### config.mk
export PLATFORM = sky130hd
export DESIGN_NAME = pfl_ram
export DESIGN_NICKNAME = d
export VERILOG_FILES = /design/src/rtl/core/pfl_ram.sv
export SDC_FILE = /design/constraint.sdc
export NUM_CORES = 1
export LEC_CHECK = 0
export BUFFER_PORTS_ARGS = -buffer_cell sky130_fd_sc_hd__buf_2
export CELL_PAD_IN_SITES_DETAIL_PLACEMENT = 1
export CELL_PAD_IN_SITES_GLOBAL_PLACEMENT = 1
export CORE_ASPECT_RATIO = 0.6
export CORE_MARGIN = 10
export CORE_UTILIZATION = 51
export DETAILED_ROUTE_END_ITERATION = 6
export PLACE_DENSITY_LB_ADDON = 0.2
export REMOVE_ABC_BUFFERS = 1
export SKIP_CTS_REPAIR_TIMING = 1
export SLEW_MARGIN = 20
export SYNTH_ARGS = -nofsm -noshare
export SYNTH_HDL_FRONTEND = slang
export SYNTH_SLANG_ARGS = --single-unit
### constraint.sdc
create_clock -name clock -period 5.7 [get_ports clock]
set_clock_uncertainty 0.05 [all_clocks]
set_input_delay 1.14 -clock clock [delete_from_list [all_inputs] [get_ports clock]]
set_output_delay 1.14 -clock clock [all_outputs]
set_load 0.03 [all_outputs]
### src/rtl/core/pfl_ram.sv
// Generic single-write, single-read synchronous RAM with registered read data.
// No dependencies.
module pfl_ram #(
   parameter int WIDTH = 16,
   parameter int DEPTH = 8,
   parameter int AW    = (DEPTH > 1) ? $clog2(DEPTH) : 1
) (
   input  logic             clock,
   input  logic             wr_en,
   input  logic [AW-1:0]    wr_addr,
   input  logic [WIDTH-1:0] wr_data,
   input  logic             rd_en,
   input  logic [AW-1:0]    rd_addr,
   output logic [WIDTH-1:0] rd_data
);

   logic [WIDTH-1:0] mem [DEPTH];

   always_ff @(posedge clock) begin
      if (wr_en) begin
         mem[wr_addr] <= wr_data;
      end
      if (rd_en) begin
         rd_data <= mem[rd_addr];
      end
   end

endmodule

After elaboration in Yosys (flattened, before gate mapping)
Memories as Yosys holds them, arrays and structs flattened. A register that Yosys moved wholly into a read port is not among the register bits.
Index checks and enable logic that the tools add are counted.
Word-level totals
  bits of input ports: 25
  flip-flop bits (word level): 0
  output and inout bits: 16
  memory bits (writable): 128
  memories: 1
  logic and storage cells: 3
Cells by class
  mux-type cells: 2
Memory list
  mem: depth 8, width 16, rd ports 1, clocked after Yosys merged registers in 1, wr ports 1, RTL line 17  | logic [WIDTH-1:0] mem [DEPTH];
Operator list (number)
  2-to-1 mux 1 bit: 2

Logic depth before layout (Yosys ltp)
  depth after elaboration: 2
  gate-level depth with buffers: 4
  gate-level depth less buffers: 2

Worst setup path before layout
No wires, ideal clock.
  path kind: in2reg
  start point: in wr_addr[2]
  end point: mem mem[0][0], enable pin
  slack: 2.787 ns
  buffers on the path: 0
  required time: 5.241 ns
  library setup time: 0.409 ns
  arrival time: 2.453 ns
  stages on the path: 2
  path through: nand2b_1 nor3_1
RTL lines
  start, declared: RTL line 10  | input logic [AW-1:0] wr_addr,
  end, declared: RTL line 17
Straight into the memory's write port.

==> results.json <==
{
  "worstPathRequired_ns": 5.81,
  "antenna_found_initial": 0,
  "final_common_cell": "edfxtp_1",
  "hold_viol": 0,
  "synth_top_cell_by_area": "edfxtp_1",
  "vias": 2414,
  "status": "finished clean",
  "worstSetupStartpoint": "rd_addr[0]",
  "hold_class": "reg -> reg",
  "end_kind": "flip-flop",
  "rsz0062_at_grt": "false",
  "nNetsFinal": 297,
  "avgSynthCellArea_um2": 25.5,
  "clock.fmax_mhz": 365,
  "pwr-share-seq_pct": 50.2,
  "dr.pass1.iters": 5,
  "seq_area_frac_synth_pct": 79.3,
  "r2r_cells": 2,
  "yosysTopAreaCellShare_pct": 79.3,
  "period_minus_slack_ns": 2.74,
  "clock_path_buffers": 2,
  "worst_pin_slew_ns": 0.960,
  "synth_area_leaders": "edfxtp_1, mux4_1, mux2_2, mux4_2, buf_6",
  "arrival_ns": 2.85,
  "pin_count": 41,
  "rows": 29,
  "holdPathEnd": "rd_data[14]$_DFFE_PP_",
  "intPower_mw": 1.94,
  "final_antenna_net_count": 0,
  "reg2reg_from": "mem[6][2]$_DFFE_PP_",
  "period_share_pct": 48.1,
  "cp_top_family": "multiplexers",
  "final_util_pct": 61.1,
  "path_clk_slew_ns": 0.05,
  "cp.buffers_inverters": 1,
  "initial_utilization_pct": 52.0,
  "post_dp_cell_area_um2": 5830,
  "cts.htree.levels": 4,
  "max_stage_delay_ns": 0.71,
  "drc_errors": 0,
  "synth-seq-cells": 144,
  "first_global_vias": 2658,
  "post_drt_wl_per_cell_um": 25.8,
  "holdWs_ns": 0.698,
  "drtIter0Drc": 192,
  "instances_no_fill": 423,
  "vdd_drop_max_mv": 0.212,
  "numCtsBuffers": 17,
  "final_cell_mix": "edfxtp_1, buf_2, mux4_1",
  "grt_pass1_wl_mm": 16.6,
  "hpwl_mm": 6.35,
  "avgViaCountPerCell": 5.71,
  "ys_warn_count": 0,
  "cap_viol_max_count": 0,
  "cts_tree": "done",
  "swShare_pct": 20.1,
  "crit_slowest_cell": "buf_2",
  "grt_max_degree": 33,
  "synthCells": 214,
  "die_h_um": 100,
  "grt_overflow": 0,
  "place.gp.congestion": 0.670,
  "coreArea_um2": 10500,
  "wirelength_mm": 10.9,
  "comb_power_share_pct": 5.2,
  "dp_cells": 392,
  "syn_area_um2": 5450,
  "die_x_um": 154,
  "port_buffers": 40,
  "slew_headroom_pct": 36.0,
  "p_sw_mw": 0.490,
  "root_buffer": "clkbuf_16",
  "r2r-end": "rd_data[2]$_DFFE_PP_",
  "clock_sinks": 144,
  "diodes": 0,
  "setup_viol": 0,
  "synth.distinct_cells": 11,
  "crit_fanout": 32,
  "drive_above_1_share_pct": 33.8,
  "worstSkewPairLatency_ns": 0.41,
  "crit_path_start_kind": "input pin",
  "tns_ns": 0,
  "holdCritStartpoint": "mem[7][14]$_DFFE_PP_",
  "areaGrowthSynthToFinish_pct": 17.5,
  "die_area_um2": 15400,
  "finalMaxSlewViolations": 0,
  "track_usage_pct": 14.9,
  "fin_area_um2": 6410,
  "fillers": 881,
  "p_per_area_nw_per_um2": 379,
  "r2r_setup_slack_ns": 4.21,
  "crit_chain": "buf_2 > mux4_1 > mux2_2",
  "clkPwrFrac_pct": 44.6,
  "total_leakage_power_nw": 2.20,
  "crit_type": "in -> reg",
  "hold_depth": 2
}
[cell families (layout without fill, tap and decap cells)]
kind of cell	Yosys count	after routing	synth area share [%]
DFF	144	144	79.3
muxes	48	48	18.4
and+or+nand+nor	13	13	1.08
buffers and inverters	9	79	1.19
[worst reg2reg max path, stage by stage (launching register included)]
cell and delay, ns:
edfxtp_1 0.40, mux4_1 0.51, mux2_2 0.28
[routing by layer]
layer  global-route usage [%]  vias up  routed length, um
li1                         -     1061                  -
met1                     19.0     1285               4940
met2                     23.8       56               5420
met3                     3.97       12                391
met4                     6.29        0                146
met5                        0        -                  0
[state kept, by name, summed over array words and instances (netlist names)]
signal   flops
mem        128
rd_data     16
[area by class of cell]
type	instances	area (um^2)	area share [%]
flip-flops and latches	144	4320	67.5
clock inverters	12	144	2.24
clock buffers	19	433	6.75
well taps	139	174	2.71
repair buffers	48	260	4.06
multi-input cells	61	1070	16.8
[cell usage after synthesis (all sizes together)]
master and instances:
clkbuf 1, nand2 2, mux2 16, nor2 6
edfxtp 144, buf 8, nand2b 3, mux4 32
nor3 2
[worst max-delay path by stage]
stage                                       end  cells after the start
after floorplan             mem[0][0]$_DFFE_PP_                      2
after CTS                 rd_data[12]$_DFFE_PP_                      3
after global routing       rd_data[7]$_DFFE_PP_                      3
after detailed placement  rd_data[12]$_DFFE_PP_                      3
after global placement    rd_data[12]$_DFFE_PP_                      3
final                     rd_data[12]$_DFFE_PP_                      3
[power groups by stage]
| stage | clock network [mW] | registers [mW] | logic (mW) |
|---|---|---|---|
| final | 1.08 | 1.22 | 0.127 |
| after global routing | 1.16 | 1.22 | 0.137 |
| after CTS | 1.11 | 1.22 | 0.130 |
| after detailed placement | 0 | 1.24 | 0.130 |
| after global placement | 0 | 1.24 | 0.125 |
| after floorplan | 0 | 1.26 | 0.0490 |
[per-stage QoR]
stage	worst slack [ns]	power, mW
after global placement	2.51	1.36
after detailed placement	2.48	1.37
after floorplan	2.79	1.31
after global routing	2.89	2.52
final	2.96	2.43
after CTS	2.93	2.46
No activity file was read; power rests on OpenSTA's default activity.
